**src/rtl/midpoint_ellipse_rasterizer_unit_defines.svh**
```systemverilog
// assertion macros for the midpoint ellipse rasterizer
`ifndef MIDPOINT_ELLIPSE_RASTERIZER_UNIT_DEFINES_SVH
`define MIDPOINT_ELLIPSE_RASTERIZER_UNIT_DEFINES_SVH

// same-cycle implication, sampled on clk, off while arst_n is low
`define MER_ASSERT_SAME(lbl, ante, cons, msg) \
	lbl: assert property (@(posedge clk) disable iff (!arst_n) (ante) |-> (cons)) \
		else $error(msg);

// next-cycle implication, sampled on clk, off while arst_n is low
`define MER_ASSERT_NEXT(lbl, ante, cons, msg) \
	lbl: assert property (@(posedge clk) disable iff (!arst_n) (ante) |=> (cons)) \
		else $error(msg);

`endif

```
**src/rtl/mer_pkg.sv**
```systemverilog
// shared types, constants and microcode rom of the ellipse rasterizer
`timescale 1ns / 1ps

package mer_pkg;

	// widths fixed by the field and state formats
	localparam int COORD_BITS_DEF = 10;
	localparam int DEC_W = 46;
	localparam int STEP_W = 32;
	localparam int OUT_W = 12;

	// register reset values
	localparam int RST_CENTER_X = 300;
	localparam int RST_CENTER_Y = 200;
	localparam int RST_RADIUS_X = 200;
	localparam int RST_RADIUS_Y = 100;

	// configuration register indexes
	typedef logic [1:0] reg_idx_t;
	localparam reg_idx_t REG_CENTER_X = 2'd0;
	localparam reg_idx_t REG_CENTER_Y = 2'd1;
	localparam reg_idx_t REG_RADIUS_X = 2'd2;
	localparam reg_idx_t REG_RADIUS_Y = 2'd3;

	// microcode addresses
	localparam int UPC_W = 4;
	typedef logic [UPC_W-1:0] upc_t;
	localparam upc_t UA_IDLE       = 4'd0;
	localparam upc_t UA_SQ_RX      = 4'd1;
	localparam upc_t UA_SQ_RY      = 4'd2;
	localparam upc_t UA_PROD       = 4'd3;
	localparam upc_t UA_WALK_CHK   = 4'd4;
	localparam upc_t UA_POINTS     = 4'd5;
	localparam upc_t UA_RESTART    = 4'd6;
	localparam upc_t UA_SETTLE_CHK = 4'd7;
	localparam upc_t UA_TX         = 4'd8;
	localparam upc_t UA_YM         = 4'd9;
	localparam upc_t UA_RR         = 4'd10;
	localparam upc_t UA_ACC0       = 4'd11;
	localparam upc_t UA_ACC1       = 4'd12;
	localparam upc_t UA_DEC2       = 4'd13;
	localparam upc_t UA_END        = 4'd14;

	// multiplier operand pairs
	typedef enum logic [3:0] {
		MUL_NONE,
		MUL_RX_RX,
		MUL_RY_RY,
		MUL_RX2_RY,
		MUL_TX_TX,
		MUL_YM_YM,
		MUL_RX2_RY2,
		MUL_RY2_T,
		MUL_RX2_U
	} mul_sel_t;

	// product write-back targets
	typedef enum logic [3:0] {
		WR_NONE,
		WR_RX2,
		WR_RY2,
		WR_T,
		WR_U,
		WR_ACC_NEG4,
		WR_ACC_ADD,
		WR_DEC_ADD4,
		WR_RESTART
	} wr_sel_t;

	typedef enum logic [0:0] {
		ACT_NONE,
		ACT_POINTS
	} act_t;

	// sequencer branch kinds
	typedef enum logic [2:0] {
		JMP_NEXT,
		JMP_WAIT_IN,
		JMP_ALWAYS,
		JMP_IF_RESTART,
		JMP_IF_NO_WALK,
		JMP_IF_NO_SETTLE,
		JMP_WAIT_OUT
	} jmp_t;

	typedef struct packed {
		logic     take_in;
		mul_sel_t mul;
		wr_sel_t  wr;
		act_t     act;
		jmp_t     jmp;
		upc_t     target;
	} uword_t;

	// sequencer to datapath
	typedef struct packed {
		logic     accept;
		logic     load_out;
		mul_sel_t mul;
		wr_sel_t  wr;
		act_t     act;
	} dp_ctl_t;

	// datapath to sequencer
	typedef struct packed {
		logic is_restart;
		logic walk_on;
		logic settle;
		logic out_free;
	} dp_stat_t;

	typedef enum logic [2:0] {
		PH_DONE    = 3'b001,
		PH_REGION1 = 3'b010,
		PH_REGION2 = 3'b100
	} phase_t;

	typedef struct packed {
		logic                    valid_res;
		logic signed [OUT_W-1:0] quad1_x;
		logic signed [OUT_W-1:0] quad1_y;
		logic signed [OUT_W-1:0] quad2_x;
		logic signed [OUT_W-1:0] quad2_y;
		logic signed [OUT_W-1:0] quad3_x;
		logic signed [OUT_W-1:0] quad3_y;
		logic signed [OUT_W-1:0] quad4_x;
		logic signed [OUT_W-1:0] quad4_y;
		logic                    last_point;
	} pts_t;

	function automatic uword_t uw(logic take_in, mul_sel_t mul, wr_sel_t wr, act_t act,
			jmp_t jmp, upc_t target);
		uword_t w;
		w.take_in = take_in;
		w.mul     = mul;
		w.wr      = wr;
		w.act     = act;
		w.jmp     = jmp;
		w.target  = target;
		return w;
	endfunction

	// control store: squares of the radii each request, then walk or restart,
	// then the region-2 decision set-up when the slope crosses
	function automatic uword_t ucode(upc_t addr);
		uword_t w;
		case (addr)
			UA_IDLE:       w = uw(1'b1, MUL_NONE, WR_NONE, ACT_NONE, JMP_WAIT_IN, UA_IDLE);
			UA_SQ_RX:      w = uw(1'b0, MUL_RX_RX, WR_NONE, ACT_NONE, JMP_NEXT, UA_IDLE);
			UA_SQ_RY:      w = uw(1'b0, MUL_RY_RY, WR_RX2, ACT_NONE, JMP_NEXT, UA_IDLE);
			UA_PROD:       w = uw(1'b0, MUL_RX2_RY, WR_RY2, ACT_NONE, JMP_IF_RESTART,
						UA_RESTART);
			UA_WALK_CHK:   w = uw(1'b0, MUL_NONE, WR_NONE, ACT_NONE, JMP_IF_NO_WALK, UA_END);
			UA_POINTS:     w = uw(1'b0, MUL_NONE, WR_NONE, ACT_POINTS, JMP_ALWAYS,
						UA_SETTLE_CHK);
			UA_RESTART:    w = uw(1'b0, MUL_NONE, WR_RESTART, ACT_NONE, JMP_NEXT, UA_IDLE);
			UA_SETTLE_CHK: w = uw(1'b0, MUL_NONE, WR_NONE, ACT_NONE, JMP_IF_NO_SETTLE, UA_END);
			UA_TX:         w = uw(1'b0, MUL_TX_TX, WR_NONE, ACT_NONE, JMP_NEXT, UA_IDLE);
			UA_YM:         w = uw(1'b0, MUL_YM_YM, WR_T, ACT_NONE, JMP_NEXT, UA_IDLE);
			UA_RR:         w = uw(1'b0, MUL_RX2_RY2, WR_U, ACT_NONE, JMP_NEXT, UA_IDLE);
			UA_ACC0:       w = uw(1'b0, MUL_RY2_T, WR_ACC_NEG4, ACT_NONE, JMP_NEXT, UA_IDLE);
			UA_ACC1:       w = uw(1'b0, MUL_RX2_U, WR_ACC_ADD, ACT_NONE, JMP_NEXT, UA_IDLE);
			UA_DEC2:       w = uw(1'b0, MUL_NONE, WR_DEC_ADD4, ACT_NONE, JMP_NEXT, UA_IDLE);
			UA_END:        w = uw(1'b0, MUL_NONE, WR_NONE, ACT_NONE, JMP_WAIT_OUT, UA_IDLE);
			default:       w = uw(1'b0, MUL_NONE, WR_NONE, ACT_NONE, JMP_ALWAYS, UA_IDLE);
		endcase
		return w;
	endfunction

endpackage

```
**src/rtl/mer_if.sv**
```systemverilog
// request and point-set channel interfaces
`timescale 1ns / 1ps

interface mer_cmd_if;
	import mer_pkg::*;
	logic valid;
	logic ready;
	logic restart;

	modport source (output valid, output restart, input ready);
	modport sink (input valid, input restart, output ready);
endinterface

interface mer_pts_if;
	import mer_pkg::*;
	logic                    valid;
	logic                    ready;
	logic                    valid_res;
	logic signed [OUT_W-1:0] quad1_x;
	logic signed [OUT_W-1:0] quad1_y;
	logic signed [OUT_W-1:0] quad2_x;
	logic signed [OUT_W-1:0] quad2_y;
	logic signed [OUT_W-1:0] quad3_x;
	logic signed [OUT_W-1:0] quad3_y;
	logic signed [OUT_W-1:0] quad4_x;
	logic signed [OUT_W-1:0] quad4_y;
	logic                    last_point;

	modport source (output valid, output valid_res, output quad1_x, output quad1_y,
		output quad2_x, output quad2_y, output quad3_x, output quad3_y,
		output quad4_x, output quad4_y, output last_point, input ready);
	modport sink (input valid, input valid_res, input quad1_x, input quad1_y,
		input quad2_x, input quad2_y, input quad3_x, input quad3_y,
		input quad4_x, input quad4_y, input last_point, output ready);
endinterface

```
**src/rtl/midpoint_ellipse_rasterizer_unit.sv**
```systemverilog
// Midpoint ellipse rasterizer top level: config registers, sequencer and datapath.
// A request restarts the walk or advances it by one point set; an empty result is returned
// for a restart or when the walk is finished. Region 2 is set up when the slope crosses.
// The shared multiplier forms rx^2, ry^2 and rx^2*ry each request, and five more products
// for region 2. A new request is taken only in idle, after the last result is loaded for output.
// Reset restores the register defaults, marks the walk finished and empties the output.
`include "midpoint_ellipse_rasterizer_unit_defines.svh"
`timescale 1ns / 1ps

module midpoint_ellipse_rasterizer_unit #(
	parameter int COORD_BITS = mer_pkg::COORD_BITS_DEF
) (
	input  logic                  clk,
	input  logic                  arst_n,
	input  logic                  cfg_we,
	input  mer_pkg::reg_idx_t     cfg_idx,
	input  logic [COORD_BITS-1:0] cfg_data,
	mer_cmd_if.sink               cmd,
	mer_pts_if.source             pts
);
	import mer_pkg::*;

	logic [COORD_BITS-1:0] center_x_q;
	logic [COORD_BITS-1:0] center_y_q;
	logic [COORD_BITS-1:0] radius_x_q;
	logic [COORD_BITS-1:0] radius_y_q;
	dp_ctl_t               ctl;
	dp_stat_t              stat;
	logic                  out_valid;
	pts_t                  out_pts;

	// configuration registers
	always_ff @(posedge clk or negedge arst_n) begin
		if (!arst_n) begin
			center_x_q <= COORD_BITS'(RST_CENTER_X);
			center_y_q <= COORD_BITS'(RST_CENTER_Y);
			radius_x_q <= COORD_BITS'(RST_RADIUS_X);
			radius_y_q <= COORD_BITS'(RST_RADIUS_Y);
		end else if (cfg_we) begin
			case (cfg_idx)
				REG_CENTER_X: center_x_q <= cfg_data;
				REG_CENTER_Y: center_y_q <= cfg_data;
				REG_RADIUS_X: radius_x_q <= cfg_data;
				REG_RADIUS_Y: radius_y_q <= cfg_data;
				default: begin
				end
			endcase
		end
	end

	// sequencer
	mer_ctrl u_ctrl (
		.clk       (clk),
		.arst_n    (arst_n),
		.cmd_valid (cmd.valid),
		.cmd_ready (cmd.ready),
		.stat      (stat),
		.ctl       (ctl)
	);

	// datapath
	mer_dp #(
		.COORD_BITS (COORD_BITS)
	) u_dp (
		.clk         (clk),
		.arst_n      (arst_n),
		.center_x    (center_x_q),
		.center_y    (center_y_q),
		.radius_x    (radius_x_q),
		.radius_y    (radius_y_q),
		.cmd_restart (cmd.restart),
		.ctl         (ctl),
		.out_ready   (pts.ready),
		.stat        (stat),
		.out_valid   (out_valid),
		.out_pts     (out_pts)
	);

	// result channel
	assign pts.valid      = out_valid;
	assign pts.valid_res  = out_pts.valid_res;
	assign pts.quad1_x    = out_pts.quad1_x;
	assign pts.quad1_y    = out_pts.quad1_y;
	assign pts.quad2_x    = out_pts.quad2_x;
	assign pts.quad2_y    = out_pts.quad2_y;
	assign pts.quad3_x    = out_pts.quad3_x;
	assign pts.quad3_y    = out_pts.quad3_y;
	assign pts.quad4_x    = out_pts.quad4_x;
	assign pts.quad4_y    = out_pts.quad4_y;
	assign pts.last_point = out_pts.last_point;

	// checks
	`MER_ASSERT_NEXT(a_one_request, cmd.valid && cmd.ready, !cmd.ready, "request taken while busy")
	`MER_ASSERT_NEXT(a_no_stray_out, !pts.valid && !ctl.load_out, !pts.valid, "result without load")
	`MER_ASSERT_SAME(a_last_valid, pts.valid && pts.last_point, pts.valid_res, "last set not valid")
	`MER_ASSERT_SAME(a_empty_zero, pts.valid && !pts.valid_res, pts.quad1_x == '0 && !pts.last_point, "empty result not cleared")

endmodule

```
**src/rtl/mer_ctrl.sv**
```systemverilog
// microcode sequencer: program counter, control store and branch logic
`timescale 1ns / 1ps

module mer_ctrl (
	input  logic              clk,
	input  logic              arst_n,
	input  logic              cmd_valid,
	output logic              cmd_ready,
	input  mer_pkg::dp_stat_t stat,
	output mer_pkg::dp_ctl_t  ctl
);
	import mer_pkg::*;

	upc_t   upc_q;
	upc_t   upc_nxt;
	upc_t   upc_inc;
	uword_t cw;
	logic   accept;

	// current control word
	assign cw        = ucode(upc_q);
	assign cmd_ready = cw.take_in;
	assign accept    = cw.take_in & cmd_valid;
	assign upc_inc   = upc_q + upc_t'(1);

	// branch resolution
	always_comb begin
		case (cw.jmp)
			JMP_NEXT:         upc_nxt = upc_inc;
			JMP_WAIT_IN:      upc_nxt = accept ? upc_inc : upc_q;
			JMP_ALWAYS:       upc_nxt = cw.target;
			JMP_IF_RESTART:   upc_nxt = stat.is_restart ? cw.target : upc_inc;
			JMP_IF_NO_WALK:   upc_nxt = stat.walk_on ? upc_inc : cw.target;
			JMP_IF_NO_SETTLE: upc_nxt = stat.settle ? upc_inc : cw.target;
			JMP_WAIT_OUT:     upc_nxt = stat.out_free ? UA_IDLE : upc_q;
			default:          upc_nxt = UA_IDLE;
		endcase
	end

	// datapath controls
	always_comb begin
		ctl.accept   = accept;
		ctl.load_out = (cw.jmp == JMP_WAIT_OUT) && stat.out_free;
		ctl.mul      = cw.mul;
		ctl.wr       = cw.wr;
		ctl.act      = cw.act;
	end

	// program counter
	always_ff @(posedge clk or negedge arst_n) begin
		if (!arst_n) begin
			upc_q <= UA_IDLE;
		end else begin
			upc_q <= upc_nxt;
		end
	end

endmodule

```
**src/rtl/mer_dp.sv**
```systemverilog
// datapath: shared multiplier, walk state, decision update and result registers
`timescale 1ns / 1ps

module mer_dp #(
	parameter int COORD_BITS = mer_pkg::COORD_BITS_DEF
) (
	input  logic                  clk,
	input  logic                  arst_n,
	input  logic [COORD_BITS-1:0] center_x,
	input  logic [COORD_BITS-1:0] center_y,
	input  logic [COORD_BITS-1:0] radius_x,
	input  logic [COORD_BITS-1:0] radius_y,
	input  logic                  cmd_restart,
	input  mer_pkg::dp_ctl_t      ctl,
	input  logic                  out_ready,
	output mer_pkg::dp_stat_t     stat,
	output logic                  out_valid,
	output mer_pkg::pts_t         out_pts
);
	import mer_pkg::*;

	localparam int SQ_W   = 2 * COORD_BITS;
	localparam int MUL_W  = 2 * COORD_BITS + 2;
	localparam int PROD_W = 2 * MUL_W;

	logic [COORD_BITS-1:0] walk_x_q;
	logic [COORD_BITS-1:0] walk_y_q;
	logic [STEP_W-1:0]     step_dx_q;
	logic [STEP_W-1:0]     step_dy_q;
	logic [DEC_W-1:0]      dec_q;
	logic [DEC_W-1:0]      acc_q;
	logic [DEC_W-1:0]      prod_q;
	logic [SQ_W-1:0]       rx2_q;
	logic [SQ_W-1:0]       ry2_q;
	logic [MUL_W-1:0]      t_q;
	logic [MUL_W-1:0]      u_q;
	phase_t                phase_q;
	logic                  restart_q;
	logic                  out_valid_q;
	pts_t                  st_q;
	pts_t                  out_q;

	logic [COORD_BITS:0]   tx;
	logic [COORD_BITS-1:0] ym;
	logic [MUL_W-1:0]      mul_a;
	logic [MUL_W-1:0]      mul_b;
	logic [PROD_W-1:0]     mul_full;

	logic [STEP_W-1:0]     dx_inc;
	logic [STEP_W-1:0]     dy_dec;
	logic [DEC_W-1:0]      dx_ry4;
	logic [DEC_W-1:0]      dx_rx4;
	logic [DEC_W-1:0]      rx4;
	logic [DEC_W-1:0]      dy4;
	logic                  dec_neg;
	logic                  dec_pos;
	logic                  y_zero;

	logic [OUT_W-1:0]      cx_o;
	logic [OUT_W-1:0]      cy_o;
	logic [OUT_W-1:0]      x_o;
	logic [OUT_W-1:0]      y_o;
	pts_t                  pts_now;

	// region-2 set-up terms: 2x+1 and |y-1|
	assign y_zero = (walk_y_q == '0);
	assign tx     = {walk_x_q, 1'b1};
	assign ym     = y_zero ? COORD_BITS'(1) : walk_y_q - COORD_BITS'(1);

	// multiplier operand select
	always_comb begin
		mul_a = '0;
		mul_b = '0;
		case (ctl.mul)
			MUL_RX_RX: begin
				mul_a = MUL_W'(radius_x);
				mul_b = MUL_W'(radius_x);
			end
			MUL_RY_RY: begin
				mul_a = MUL_W'(radius_y);
				mul_b = MUL_W'(radius_y);
			end
			MUL_RX2_RY: begin
				mul_a = MUL_W'(rx2_q);
				mul_b = MUL_W'(radius_y);
			end
			MUL_TX_TX: begin
				mul_a = MUL_W'(tx);
				mul_b = MUL_W'(tx);
			end
			MUL_YM_YM: begin
				mul_a = MUL_W'(ym);
				mul_b = MUL_W'(ym);
			end
			MUL_RX2_RY2: begin
				mul_a = MUL_W'(rx2_q);
				mul_b = MUL_W'(ry2_q);
			end
			MUL_RY2_T: begin
				mul_a = MUL_W'(ry2_q);
				mul_b = t_q;
			end
			MUL_RX2_U: begin
				mul_a = MUL_W'(rx2_q);
				mul_b = u_q;
			end
			default: begin
				mul_a = '0;
				mul_b = '0;
			end
		endcase
	end

	// product register, kept modulo the decision width
	assign mul_full = mul_a * mul_b;

	always_ff @(posedge clk) begin
		prod_q <= DEC_W'(mul_full);
	end

	// per-step increments
	assign dx_inc  = step_dx_q + (STEP_W'(ry2_q) << 1);
	assign dy_dec  = step_dy_q - (STEP_W'(rx2_q) << 1);
	assign dx_ry4  = (DEC_W'(dx_inc) + DEC_W'(ry2_q)) << 2;
	assign dx_rx4  = (DEC_W'(dx_inc) + DEC_W'(rx2_q)) << 2;
	assign rx4     = DEC_W'(rx2_q) << 2;
	assign dy4     = DEC_W'(dy_dec) << 2;
	assign dec_neg = dec_q[DEC_W-1];
	assign dec_pos = !dec_neg && (dec_q != '0);

	// four symmetric points, wrapped to the output width
	assign cx_o = OUT_W'(center_x);
	assign cy_o = OUT_W'(center_y);
	assign x_o  = OUT_W'(walk_x_q);
	assign y_o  = OUT_W'(walk_y_q);

	always_comb begin
		pts_now.valid_res  = 1'b1;
		pts_now.quad1_x    = cx_o + x_o;
		pts_now.quad1_y    = cy_o + y_o;
		pts_now.quad2_x    = cx_o + x_o;
		pts_now.quad2_y    = cy_o - y_o;
		pts_now.quad3_x    = cx_o - x_o;
		pts_now.quad3_y    = cy_o - y_o;
		pts_now.quad4_x    = cx_o - x_o;
		pts_now.quad4_y    = cy_o + y_o;
		pts_now.last_point = (phase_q == PH_REGION2) && y_zero;
	end

	// walk phase
	always_ff @(posedge clk or negedge arst_n) begin
		if (!arst_n) begin
			phase_q <= PH_DONE;
		end else if (ctl.wr == WR_RESTART) begin
			phase_q <= PH_REGION1;
		end else if (ctl.wr == WR_DEC_ADD4) begin
			phase_q <= PH_REGION2;
		end else if (ctl.act == ACT_POINTS && phase_q == PH_REGION2 && y_zero) begin
			phase_q <= PH_DONE;
		end
	end

	// product write-back and walk update
	always_ff @(posedge clk) begin
		case (ctl.wr)
			WR_RX2:      rx2_q <= SQ_W'(prod_q);
			WR_RY2:      ry2_q <= SQ_W'(prod_q);
			WR_T:        t_q <= MUL_W'(prod_q);
			WR_U:        u_q <= MUL_W'(prod_q);
			WR_ACC_NEG4: acc_q <= '0 - (prod_q << 2);
			WR_ACC_ADD:  acc_q <= acc_q + prod_q;
			WR_DEC_ADD4: dec_q <= acc_q + (prod_q << 2);
			WR_RESTART: begin
				walk_x_q  <= '0;
				walk_y_q  <= radius_y;
				step_dx_q <= '0;
				step_dy_q <= STEP_W'(prod_q << 1);
				dec_q     <= DEC_W'(rx2_q) + (DEC_W'(ry2_q) << 2) - (prod_q << 2);
			end
			default: begin
			end
		endcase
		if (ctl.act == ACT_POINTS) begin
			if (phase_q == PH_REGION1) begin
				walk_x_q  <= walk_x_q + COORD_BITS'(1);
				step_dx_q <= dx_inc;
				if (dec_neg) begin
					dec_q <= dec_q + dx_ry4;
				end else begin
					walk_y_q  <= walk_y_q - COORD_BITS'(1);
					step_dy_q <= dy_dec;
					dec_q     <= dec_q + dx_ry4 - dy4;
				end
			end else if (phase_q == PH_REGION2 && !y_zero) begin
				walk_y_q  <= walk_y_q - COORD_BITS'(1);
				step_dy_q <= dy_dec;
				if (dec_pos) begin
					dec_q <= dec_q + rx4 - dy4;
				end else begin
					walk_x_q  <= walk_x_q + COORD_BITS'(1);
					step_dx_q <= dx_inc;
					dec_q     <= dec_q + dx_rx4 - dy4;
				end
			end
		end
	end

	// staged result: zero on a new request, points when the walk emits
	always_ff @(posedge clk) begin
		if (ctl.accept) begin
			st_q <= '0;
		end else if (ctl.act == ACT_POINTS) begin
			st_q <= pts_now;
		end
	end

	// request kind and output valid
	always_ff @(posedge clk or negedge arst_n) begin
		if (!arst_n) begin
			restart_q   <= 1'b0;
			out_valid_q <= 1'b0;
		end else begin
			if (ctl.accept) begin
				restart_q <= cmd_restart;
			end
			if (ctl.load_out) begin
				out_valid_q <= 1'b1;
			end else if (out_ready) begin
				out_valid_q <= 1'b0;
			end
		end
	end

	// output register
	always_ff @(posedge clk) begin
		if (ctl.load_out) begin
			out_q <= st_q;
		end
	end

	// status to the sequencer
	always_comb begin
		stat.is_restart = restart_q;
		stat.walk_on    = (phase_q != PH_DONE);
		stat.settle     = (phase_q == PH_REGION1) && !(step_dx_q < step_dy_q);
		stat.out_free   = !out_valid_q || out_ready;
	end

	assign out_valid = out_valid_q;
	assign out_pts   = out_q;

endmodule
```
**src/flat_wrapper.sv**
```systemverilog
// flat-port wrapper written by rule: the top's interface ports become plain ports
module midpoint_ellipse_rasterizer_unit_flat import mer_pkg::*;
#(
	parameter int COORD_BITS = mer_pkg::COORD_BITS_DEF
)
  (clk, arst_n, cfg_we, cfg_idx, cfg_data, cmd_valid, cmd_restart, cmd_ready, pts_valid, pts_valid_res, pts_quad1_x, pts_quad1_y, pts_quad2_x, pts_quad2_y, pts_quad3_x, pts_quad3_y, pts_quad4_x, pts_quad4_y, pts_last_point, pts_ready);
  mer_cmd_if cmd_i ();
  mer_pts_if pts_i ();
  input  logic clk;
  input  logic arst_n;
  input  logic cfg_we;
  input  mer_pkg::reg_idx_t cfg_idx;
  input  logic [COORD_BITS-1:0] cfg_data;
  input wire logic [$bits(cmd_i.valid)-1:0] cmd_valid;
  input wire logic [$bits(cmd_i.restart)-1:0] cmd_restart;
  output wire logic [$bits(cmd_i.ready)-1:0] cmd_ready;
  output wire logic [$bits(pts_i.valid)-1:0] pts_valid;
  output wire logic [$bits(pts_i.valid_res)-1:0] pts_valid_res;
  output wire logic [$bits(pts_i.quad1_x)-1:0] pts_quad1_x;
  output wire logic [$bits(pts_i.quad1_y)-1:0] pts_quad1_y;
  output wire logic [$bits(pts_i.quad2_x)-1:0] pts_quad2_x;
  output wire logic [$bits(pts_i.quad2_y)-1:0] pts_quad2_y;
  output wire logic [$bits(pts_i.quad3_x)-1:0] pts_quad3_x;
  output wire logic [$bits(pts_i.quad3_y)-1:0] pts_quad3_y;
  output wire logic [$bits(pts_i.quad4_x)-1:0] pts_quad4_x;
  output wire logic [$bits(pts_i.quad4_y)-1:0] pts_quad4_y;
  output wire logic [$bits(pts_i.last_point)-1:0] pts_last_point;
  input wire logic [$bits(pts_i.ready)-1:0] pts_ready;
  assign cmd_i.valid = cmd_valid;
  assign cmd_i.restart = cmd_restart;
  assign cmd_ready = cmd_i.ready;
  assign pts_valid = pts_i.valid;
  assign pts_valid_res = pts_i.valid_res;
  assign pts_quad1_x = pts_i.quad1_x;
  assign pts_quad1_y = pts_i.quad1_y;
  assign pts_quad2_x = pts_i.quad2_x;
  assign pts_quad2_y = pts_i.quad2_y;
  assign pts_quad3_x = pts_i.quad3_x;
  assign pts_quad3_y = pts_i.quad3_y;
  assign pts_quad4_x = pts_i.quad4_x;
  assign pts_quad4_y = pts_i.quad4_y;
  assign pts_last_point = pts_i.last_point;
  assign pts_i.ready = pts_ready;
  midpoint_ellipse_rasterizer_unit #(.COORD_BITS(COORD_BITS)) u_core (.clk(clk), .arst_n(arst_n), .cfg_we(cfg_we), .cfg_idx(cfg_idx), .cfg_data(cfg_data), .cmd(cmd_i), .pts(pts_i));
endmodule
```
**config.mk**
```make
export PLATFORM = sky130hd
export DESIGN_NAME = midpoint_ellipse_rasterizer_unit_flat
export DESIGN_NICKNAME = d
export VERILOG_FILES = /design/src/rtl/mer_pkg.sv /design/src/rtl/mer_if.sv /design/src/rtl/midpoint_ellipse_rasterizer_unit.sv /design/src/rtl/mer_ctrl.sv /design/src/rtl/mer_dp.sv /design/src/flat_wrapper.sv
export VERILOG_INCLUDE_DIRS = /design/src /design/src/rtl
export SDC_FILE = /design/constraint.sdc
export NUM_CORES = 2
export LEC_CHECK = 0
export BUFFER_PORTS_ARGS = -buffer_cell sky130_fd_sc_hd__buf_4
export CAP_MARGIN = 20
export CORE_MARGIN = 3
export CORE_UTILIZATION = 45
export DETAILED_ROUTE_END_ITERATION = 6
export PLACE_DENSITY_LB_ADDON = 0.12
export SKIP_LAST_GASP = 1
export SLEW_MARGIN = 20
export SYNTH_ARGS = -nofsm -noshare
export SYNTH_HDL_FRONTEND = slang
export SYNTH_SLANG_ARGS = --single-unit
```
**constraint.sdc**
```tcl
create_clock -name clk -period 10.8 [get_ports clk]
set_input_delay 0 -clock clk [delete_from_list [all_inputs] [get_ports clk]]
set_output_delay 0 -clock clk [all_outputs]
set_load 0.01 [all_outputs]
```
==> qor.yml <==
grt-ovfl-total: 0
rsz0062_at_grt: "yes"
netlist_instances: 6778
r2r-start: "u_core.u_dp.ry2_q[0]"
crit_top_cell: "a21oi_1"
synthSimpleGateAreaFrac_pct: 15.38
die_x_um: 359.4
synthFlopType: "dfxtp_1"
slew_violations: 0
worst_slew_pin_slew_ps: 1151
core_area_um2: 123800
clk_pin_slew_ps: 70
drtIter0Drc: 4183
synth.cell_area_um2: 56200
path_max_fanout: 9
clockBufferDepth: 3
dr.pass1.iters: 6
area_growth_pct: 8.491
cp.required_ps: 11360
grtUsageTotal_pct: 29.29
drc: 0
synth_top_family_by_area: "adder cells"
start_kind: "flip-flop"
clock-root-buffer: "clkbuf_16"
dieArea_um2: 129200
hold_viol: 0
slowest_delay_ps: 840
worstSkewPairLatency_ps: 670
fin_cells: 8476
setup-tns-final_ps: 0
min_period_ps: 10600
clock_sinks: 441
synth_cell_types: 92
postPlaceCellArea_um2: 58910
arrival_ps: 11160
synthMuxAreaShare_pct: 1.104
ys_seq_area_share_pct: 19.35
ys_seq_elements: 441
synth_xor_area_share_pct: 7.309
outcome: "finished clean"
slowest_stage: "a2111oi_1"
synth_compound_area_share_pct: 19.48
r2r_slack_ps: 200
fmax_ghz: 0.09431
hold_slack_ps: 73.96
row_count: 129
drv_cap: 0
fill_cells: 12190
place_congestion: 0.9565
yosys_warnings: 0
path_class: "flip-flop to flip-flop"
cts_tree: "built"
finClkSkew_ps: 47.49
r2r_end: "u_core.u_dp.dec_q[41]"
initial_core_util_pct: 45.40
crit_start: "u_core.u_dp.ry2_q[0]"
fin_area_um2: 60970
endpoint_kind: "flip-flop"
seq_area_um2: 10870
cts_buffers: 52
htree_levels: 2
layout-drive-gt1-share_pct: 6.961
via_count: 49570
final_antenna_net_count: 0
fin_nets: 7861
numPortBuffers: 113
wl_um: 195100
holdCritPathClass: "input port to flip-flop"
fp.dieH_um: 359.4
synth_edf_count: 178
synthAdderAreaFrac_pct: 29.21
r2r_cells: 37
antenna_found_initial: 2
min_period_over_period_pct: 98.18
syn_avg_cell_area_um2: 8.292
grt_max_degree: 66
setup_viol_count_final: 0
dp.cells: 8356
multiInputGateArea_um2: 40920
hpwlAfterDp_um: 158600
vias_per_cell: 5.849
grt_pass1_wl_um: 292600
maxSlewHeadroom_pct: 22.59
endpoint: "u_core.u_dp.dec_q[41]"
async_reset_ff_share_pct: 11.11
ios: 118
grt_pass1_vias: 47310
wl_per_cell_um: 23.02
[stage by stage]
step | worst slack (ps) | util, %
2_1_floorplan | 1684 | -
3_3_place_gp | 434.0 | 47.58
3_5_place_dp | 436.3 | 47.58
4_1_cts | 359.2 | 49.24
5_1_grt | -31.64 | 49.25
6_report | 196.9 | 49.25
[area by class of cell]
class                      instances  area share, %
antenna                            1       0.004104
multi-input combinational       5174          67.11
clock inverter                    33         0.5930
tap                             1637          3.359
clock buffer                      64          2.395
timing repair buffer             271          3.443
inverter                         855          5.263
sequential                       441          17.83
[sequential cells by signal, summed over array words and instances, names as in the netlist]
register               count
u_core.u_dp.walk_x_q      10
u_core.u_dp.rx2_q         20
u_core.u_dp.ry2_q         20
u_core.center_y_q         10
u_core.u_dp.st_q          44
u_core.u_dp.u_q           22
u_core.center_x_q         10
u_core.u_dp.restart_q      1
u_core.radius_x_q         10
u_core.u_dp.step_dy_q     32
u_core.u_dp.step_dx_q     32
u_core.u_dp.out_pts       44
u_core.u_dp.t_q           22
u_core.u_ctrl.upc_q        4
u_core.u_dp.prod_q        44
u_core.u_dp.dec_q         46
u_core.u_dp.out_valid      1
u_core.u_dp.walk_y_q      10
u_core.radius_y_q         10
u_core.u_dp.acc_q         46
u_core.u_dp.phase_q        3
[cell families after synthesis]
group / Yosys count
mux: 57
buf+inv: 1166
flops: 441
xor+xnor: 469
other cells: 1
fa+ha+maj: 1048
compound gates: 1726
simple gates: 1870
[worst min path at each step]
stage	from	end	slack, ps	cells past startpoint
CTS	cmd_valid	u_core.u_dp.st_q[0]	50	4
detailed placement	arst_n	u_core.center_x_q[1]	80	1
global placement	arst_n	u_core.center_x_q[0]	80	1
floorplan	arst_n	u_core.center_x_q[0]	-300	0
finish	cmd_valid	u_core.u_dp.st_q[0]	70	4
global route	cmd_valid	u_core.u_dp.st_q[0]	90	4
[timing repair]
item / CTS / global route
endpoints found under the setup margin: 0 / 11
resized for setup: 0 / 3
endpoints found under the hold margin: 92 / 0
hold buffers: 22 / 0
buffers inserted: 0 / 0
[Yosys cell counts (all sizes together), types with 13 or more instances]
cell      n  area [µm²]
o31ai    36       270.3
dfrtp    35       875.8
a21oi   546        2733
o21ai   332        1662
a211oi   92       695.7
a311oi   13       113.9
a211o    24       210.2
a22o     21       183.9
mux2     40       450.4
edfxtp  178        5345
fa      440        8808
o21a     63       473.0
nor2    551        2068
nor2b    42       262.8
or2      21       131.4
nor4     31       200.2
o211ai   29       217.7
nand2   639        2399
dfstp    14       367.9
and4     19       166.4
a221oi   22       192.7
nand2b   84       533.0
a31oi    62       387.9
xnor2   314        2750
a21o    229        1719
nand4    59       369.1
or3      41       281.5
o21bai   67       503.0
and3     57       356.6
o221ai   16       140.1
clkbuf  233       875.8
nand3   129       645.6
dfxtp   214        4284
and2     49       306.5
o22ai    25       156.4
nor3b    15       112.6
a22oi    42       315.3
xor2    155        1358
buf      78       508.0
nor3     95       480.5
ha      608        7607
mux2i    17       170.2
inv     851        3194
[cell usage in the layout, fill, tap and decap left out, types with 25 or more instances in the layout]
master / synthesis / routed
nor2_1: 551 / 543
o22ai_1: 25 / 25
nor2b_1: 42 / 40
nand2b_1: 83 / 82
dfrtp_1: 35 / 35
o211ai_1: 29 / 29
xor2_1: 155 / 155
mux2_2: 40 / 40
ha_1: 608 / 608
a211oi_1: 91 / 87
o21bai_1: 67 / 67
inv_1: 851 / 851
clkbuf_16: 0 / 55
o21ai_0: 330 / 330
a21o_1: 229 / 229
fa_1: 440 / 440
dfxtp_1: 214 / 214
or3_1: 36 / 36
and3_1: 57 / 56
a21oi_1: 546 / 543
nand4_1: 59 / 59
nand3_1: 129 / 127
o21a_1: 63 / 63
nand2_1: 639 / 638
edfxtp_1: 178 / 178
o31ai_1: 36 / 34
a31oi_1: 62 / 62
and2_1: 44 / 42
a22oi_1: 42 / 42
xnor2_1: 314 / 314
nor4_1: 30 / 29
buf_4: 54 / 249
nor3_1: 94 / 93
[critical path: cells and delay by family (launching register included)]
family                     cells  cell delay [ps]
and+or+nand+nor                7             1080
adders and majority gates      5             1880
DFF                            1              550
buffers and inverters          1              280
AOI/OAI and AO/OA             20             5720
xor gates and xnor gates       4              990
[metal layers]
layer | routed length, µm | vias up | GRT usage (%)
li1 | - | 23190 | -
met1 | 89890 | 24270 | 43.08
met2 | 84390 | 1871 | 44.91
met3 | 14820 | 236 | 3.686
met4 | 6020 | 2 | 8.593
met5 | 12 | - | 0
Power is left out: the tool's default activity adds up to more than one toggle a clock period on the data nets, which glitch-free logic cannot reach.
